<file path="src/hw/rtl/lrud_pkg.sv">
// Shared types and codes for the LRU cache directory.
package lrud_pkg;

  localparam int BLOCK_W = 48;
  localparam int IDX_W = 6;
  localparam int CNT_W = 7;
  localparam int CTR_W = 32;

  localparam logic [2:0] OP_LOOKUP = 3'd0;
  localparam logic [2:0] OP_QUIET  = 3'd1;
  localparam logic [2:0] OP_TOUCH  = 3'd2;
  localparam logic [2:0] OP_DETACH = 3'd3;
  localparam logic [2:0] OP_INSERT = 3'd4;
  localparam logic [2:0] OP_EVICT  = 3'd5;

  localparam logic [1:0] ST_OK       = 2'd0;
  localparam logic [1:0] ST_NO_FREE  = 2'd1;
  localparam logic [1:0] ST_UNUSABLE = 2'd2;
  localparam logic [1:0] ST_NO_VICT  = 2'd3;

  localparam logic [1:0] ES_FREE     = 2'd0;
  localparam logic [1:0] ES_USED     = 2'd1;
  localparam logic [1:0] ES_DETACHED = 2'd2;

  typedef enum logic [1:0] {
    S_IDLE,
    S_SCAN,
    S_UPDATE,
    S_DONE
  } state_t;

  typedef struct packed {
    logic load;
    logic scan;
    logic update;
    logic emit;
  } cmd_t;

  typedef struct packed {
    logic out_busy;
  } stat_t;

endpackage

</file>
<file path="src/hw/rtl/lrud_ctrl.sv">
// Controller state machine of the LRU cache directory.
module lrud_ctrl (
  input  logic clk,
  input  logic rst,
  input  logic in_valid,
  output logic in_ready,
  input  lrud_pkg::stat_t stat,
  output lrud_pkg::cmd_t cmd
);
  lrud_pkg::state_t state, state_next;

  always_ff @(posedge clk) begin
    if (rst) state <= lrud_pkg::S_IDLE;
    else state <= state_next;
  end

  always_comb begin
    state_next = state;
    case (state)
      lrud_pkg::S_IDLE: if (in_valid && !stat.out_busy) state_next = lrud_pkg::S_SCAN;
      lrud_pkg::S_SCAN: state_next = lrud_pkg::S_UPDATE;
      lrud_pkg::S_UPDATE: state_next = lrud_pkg::S_DONE;
      lrud_pkg::S_DONE: if (!stat.out_busy) state_next = lrud_pkg::S_IDLE;
      default: state_next = lrud_pkg::S_IDLE;
    endcase
  end

  always_comb begin
    cmd = '0;
    in_ready = 1'b0;
    case (state)
      lrud_pkg::S_IDLE: begin
        in_ready = !stat.out_busy;
        cmd.load = in_valid && !stat.out_busy;
      end
      lrud_pkg::S_SCAN: cmd.scan = 1'b1;
      lrud_pkg::S_UPDATE: cmd.update = 1'b1;
      lrud_pkg::S_DONE: cmd.emit = !stat.out_busy;
      default: ;
    endcase
  end
endmodule

</file>
<file path="config.mk">
export PLATFORM = sky130hd
export DESIGN_NAME = lrud_ctrl
export DESIGN_NICKNAME = d
export VERILOG_FILES = /design/src/hw/rtl/lrud_pkg.sv /design/src/hw/rtl/lrud_ctrl.sv
export SDC_FILE = /design/constraint.sdc
export NUM_CORES = 1
export LEC_CHECK = 0
export CAP_MARGIN = 10
export CELL_PAD_IN_SITES_DETAIL_PLACEMENT = 0
export CELL_PAD_IN_SITES_GLOBAL_PLACEMENT = 1
export CORE_AREA = 2 2 39 41
export CTS_BUF_LIST = sky130_fd_sc_hd__clkbuf_2
export DETAILED_ROUTE_END_ITERATION = 10
export DIE_AREA = 0 0 41 43
export DONT_BUFFER_PORTS = 1
export MAX_ROUTING_LAYER = met4
export PLACE_DENSITY = 0.4
export SLEW_MARGIN = 25
export SYNTH_ARGS = -nofsm -noshare
export SYNTH_HDL_FRONTEND = slang
export SYNTH_SLANG_ARGS = --single-unit
export TNS_END_PERCENT = 50
</file>
<file path="constraint.sdc">
create_clock -name clk -period 1.3 [get_ports clk]
set_clock_uncertainty 0.2 [all_clocks]
set_input_delay 0.26 -clock clk [delete_from_list [all_inputs] [get_ports clk]]
set_output_delay 0.26 -clock clk [all_outputs]
set_load 0.005 [all_outputs]
</file>
# ---- Word level (Yosys, flattened, before mapping)
# Index checks and enable logic that the tools add are counted.
dict set report word_totals {
  ram_bits 0
  ff_bits 2
  rom_bits 0
  output_inout_bits 5
  mem_count 0
  latch_bits 0
  elab_cells 18
}
dict set report classes {
  n_reduce_logical 4
  n_div 0
  n_mux 8
  n_lt_le_gt_ge 0
  bitwise_logic 0
  shift 0
  add_sub_neg 0
  eq_ne 5
  multipliers 0
}
# op count
set op_table {}
lappend op_table {{2-bit one-hot mux with 4 select lines} 1}
lappend op_table {{1-bit 2-to-1 mux} 5}
lappend op_table {{2-bit == test (second input constant)} 2}
lappend op_table {{2-bit 2-to-1 mux} 2}
lappend op_table {{2-bit inequality test (second input constant)} 2}
lappend op_table {{2-bit by 1-bit == test with 1-bit output (second input constant)} 1}
lappend op_table {{2-bit zero test} 1}
lappend op_table {{2-bit AND reduction} 1}
lappend op_table {{1-bit logical AND} 1}
lappend op_table {{1-bit zero test} 1}

# ---- Longest topological paths before layout
dict set report logic_depth {
  ltp_word 4
  mapped_depth 5
  mapped_depth_nobuf 5
}

# ---- Worst setup path before layout
# Ideal clock, no wire load.
dict set report synth_timing {
  path_kind {register -> register}
  startpoint {reg state[0]}
  endpoint {reg state[0]}
  path_buffers 0
  path_stages_with_launch 6
  setup_slack_ps -120
  required_time_ps 971
  synth_period_minus_slack_ps 1420
  t_arrival_ps 1091
  setup_ps 129
  cell_sequence {dfxtp_1 -> inv_1 -> ha_1 -> a21o_2 -> a211oi_1 -> a311oi_1}
}
dict set report synth_between {
  elab_chain_cells 3
  elab_cells_between_ends 8
  classes_between {eq/ne: 5; mux: 1; reduce/logical: 2}
}
# element line
set synth_rtl {}
lappend synth_rtl {{from (decl)} lrud_ctrl.sv:10} ;# lrud_pkg::state_t state, state_next;
lappend synth_rtl {{from (signal assigned)} lrud_ctrl.sv:13} ;# if (rst) state <= lrud_pkg::S_IDLE;
lappend synth_rtl {{from (signal assigned)} lrud_ctrl.sv:14} ;# else state <= state_next;
lappend synth_rtl {{2-bit == test or 2-bit zero test (tied branches)} lrud_ctrl.sv:19} ;# case (state)
lappend synth_rtl {{2-bit inequality test (no line)} --}
lappend synth_rtl {{2-bit AND reduction (no line)} --}
# Several ways; a longest one is shown, not always the timed one.
# A chain may end at the register's enable or synchronous reset.

# ---- Final worst setup path
# Same ends and word-level chain as after synthesis.

==> Flow_metrics.wiki <==
{| class="wikitable"
! Metric !! Value
|-
| Via/cell ratio || 3.91
|-
| Wire length of the first global-routing pass || 655 um
|-
| Yosys reg bits || 2
|-
| Clk buf depth || 2
|-
| Cells along the critical path || inv_2 > ha_4 > buf_4 > a21o_4 > a211oi_2 > a311oi_2
|-
| Wirelength, routed || 470 um
|-
| Vert. Die Dim || 43 um
|-
| Core area || 1380 um^2
|-
| Peak supply drop || 0.000649 V
|-
| Number of global-route vias before repair || approximately 170
|-
| Number of detailed-route iterations in the first pass || 2
|-
| Cell family with the largest share of critical-path delay || compound AO/OA/AOI/OAI gates
|-
| Number of antenna violations at the first check in global routing || 0
|-
| Worst rel slew slack || between 80 and 90%
|-
| Unrepaired setup endpoints after global routing || true
|-
| Post-route non-filler standard cell count || 45
|-
| Leading cell types by total area after synthesis || sky130_fd_sc_hd__ha_1 34%, sky130_fd_sc_hd__dfxtp_1 22%, sky130_fd_sc_hd__nor2b_1 6.8%
|-
| Post-CTS clock slew at the launch and capture registers of the worst setup and hold paths || 30 ps
|-
| Required time at the worst-slack endpoint || 1150 ps
|-
| Min Clock Period, post-route || between 1000 and 1500 ps
|-
| Remaining number of nets flagged by the antenna check after routing || 0
|-
| Final Cycle Share || 113%
|-
| Register bank with the most flops || state
|-
| GRT Overall Usage || 6.15%
|-
| WP buf/inv || 2
|-
| Final Total Pwr || 0.794 mW
|-
| Fmax || ~680 MHz
|-
| Library cell with the highest instance count after synthesis || sky130_fd_sc_hd__ha_1
|-
| Unique cell type count in the Yosys netlist || 12
|-
| Post-layout net count || 40
|-
| Failing checks || setup timing
|-
| Arrival time worst endpoint || 1320 ps
|-
| Element type at the critical path end || register
|-
| Placed instance count || 40
|-
| Seq. cell area || roughly 43 um^2
|-
| Setup violation total in the final timing report || 7
|-
| Area growth from synthesis to final layout || 87.7%
|-
| Areal power density over the cells || 2320 nW/um^2
|-
| DIE AREA || roughly 1800 um^2
|-
| Result of the run || complete, but fails checks
|-
| Die boundary width || 41 um
|-
| Buffers added on ports || 0
|-
| H-tree levels || 1
|-
| Sink Count || 2
|-
| Cts bufs inserted || 3
|-
| Commonest cells in the synthesized netlist || 5 x sky130_fd_sc_hd__ha_1, 2 x sky130_fd_sc_hd__dfxtp_1, 2 x sky130_fd_sc_hd__inv_1, 2 x sky130_fd_sc_hd__nor2b_1
|-
| Number of placement rows || 14
|-
| Launching element type of the critical path || register
|-
| Area used by multi-input combinational logic || 203 um^2
|-
| Iteration-0 DRC Markers || 2
|-
| CP max stage delay || around 340 ps
|-
| Post-Place Setup Slack || -61.0 ps
|-
| Largest fanout of any net on the critical path || 4
|-
| Placer's final routability congestion estimate || 0.634
|-
| Vias || 176
|-
| Wire length per cell after detailed routing || 10.4 um
|-
| Clock insertion delay at the later pin of the skew report || 190 ps
|-
| Total Negative Setup Slacks || -665 ps
|-
| Area after DPL || 259 um^2
|-
| Remaining DRCs || 0
|-
| Syn. warnings || 0
|-
| Sequential fraction of the synthesis area || between 20% and 30%
|-
| Commonest register cell after synthesis || sky130_fd_sc_hd__dfxtp_1
|-
| Mean area per synthesized cell || 9.61 um^2
|-
| Clock tree from TritonCTS || done
|-
| Total of max-cap violations || 0
|-
| Finished Cell Area || 343 um^2
|-
| Final slew viol count || 0
|-
| FILL cells || around 150
|-
| Top-Level Pins || 9
|-
| Gr ovfl total || 0
|-
| Ratio of cells with drive above 1 in the final layout || 79.3%
|-
| Utilization after layout || 24.8%
|-
| Master of the slowest instance on the critical path || sky130_fd_sc_hd__dfxtp_2
|-
| EDFF count, synth || 0
|-
| Post-synthesis cell area || 183 um^2
|-
| Cell taking the most area after synthesis || sky130_fd_sc_hd__ha_1
|-
| Cell count after synthesis || 19
|-
| Top flop regs || state x2
|-
| Synthesized net count || 28
|-
| Hold Crit Class || primary input to register
|-
| Cell at the root of the clock tree || sky130_fd_sc_hd__clkbuf_2
|-
| Crit Path Category || register to register
|-
| Share of async-settable or async-resettable flops after synthesis || 0%
|-
| Leakage || 0.141 nW
|-
| Maximum number of pins on one net before global-route repair || 5
|-
| Effective utilization at floorplan || 13.2%
|-
| Total count of hold-check failures in the final report || 0
|-
| Flip-flop count of the largest register after layout || 2
|-
| Area share of the largest cell type after synthesis || 34.2%
|-
| Number of antenna repair diodes || 0
|-
| Transition at the pin with the smallest max-transition slack || 194 ps
|-
| Final worst slack || -163 ps
|-
| Worst-case hold slack || between 100 and 150 ps
|}
==> final timing paths <==
kind | start | to | slack [ps] | cells past startpoint
min | in_valid | state[0] | 130 | 2
max | state[0] | state[0] | -160 | 6
max reg2reg | state[0] | state[0] | -160 | 6
min reg2reg | state[1] | state[1] | 430 | 3
==> kinds of logic after synthesis <==
logic type	share of synthesized area, %
compound gates	21.9
fa+ha+maj	34.2
buf+inv	4.11
flops	21.9
simple gates	17.8
==> cell type report <==
| cell class | count | area share, % |
|---|---|---|
| inverters | 2 | 2.19 |
| repair buffers | 7 | 16.1 |
| well taps | 16 | 5.84 |
| clock buffers | 3 | 4.38 |
| flip-flops and latches | 2 | 12.4 |
| multi-input cells | 15 | 59.1 |
==> layout by cell type, fill, tap and decap left out, drive strengths merged, types with 2 or more instances in the layout <==
cell type / instances
buf: 6
clkbuf: 3
dfxtp: 2
ha: 5
inv: 2
nor2b: 2
==> routing by layer <==
layer / up-vias / GRT usage (%) / wire length [um]
li1: 87 / - / -
met1: 82 / 7.32 / 200
met2: 7 / 6.88 / 229
met3: 0 / 3.14 / 41
met4: 0 / 6.00 / 0
met5: - / - / 0
==> where the power goes <==
part           leakage [nW]  internal, mW  switching, mW
logic                 0.112         0.334          0.237
clock network        0.0125        0.0613         0.0340
registers            0.0172        0.0989         0.0286
==> timing repair <==
item                                   4_1_cts  5_1_grt
cloned                                       0        0
hold buffers                                 1        0
endpoints found under the hold margin        2        0
setup buffers                                1        0
pin swaps                                    5        2
resized for setup                            8        1
setup endpoints to repair                    7        7
Note: power is estimated with default switching activity, not from simulation.
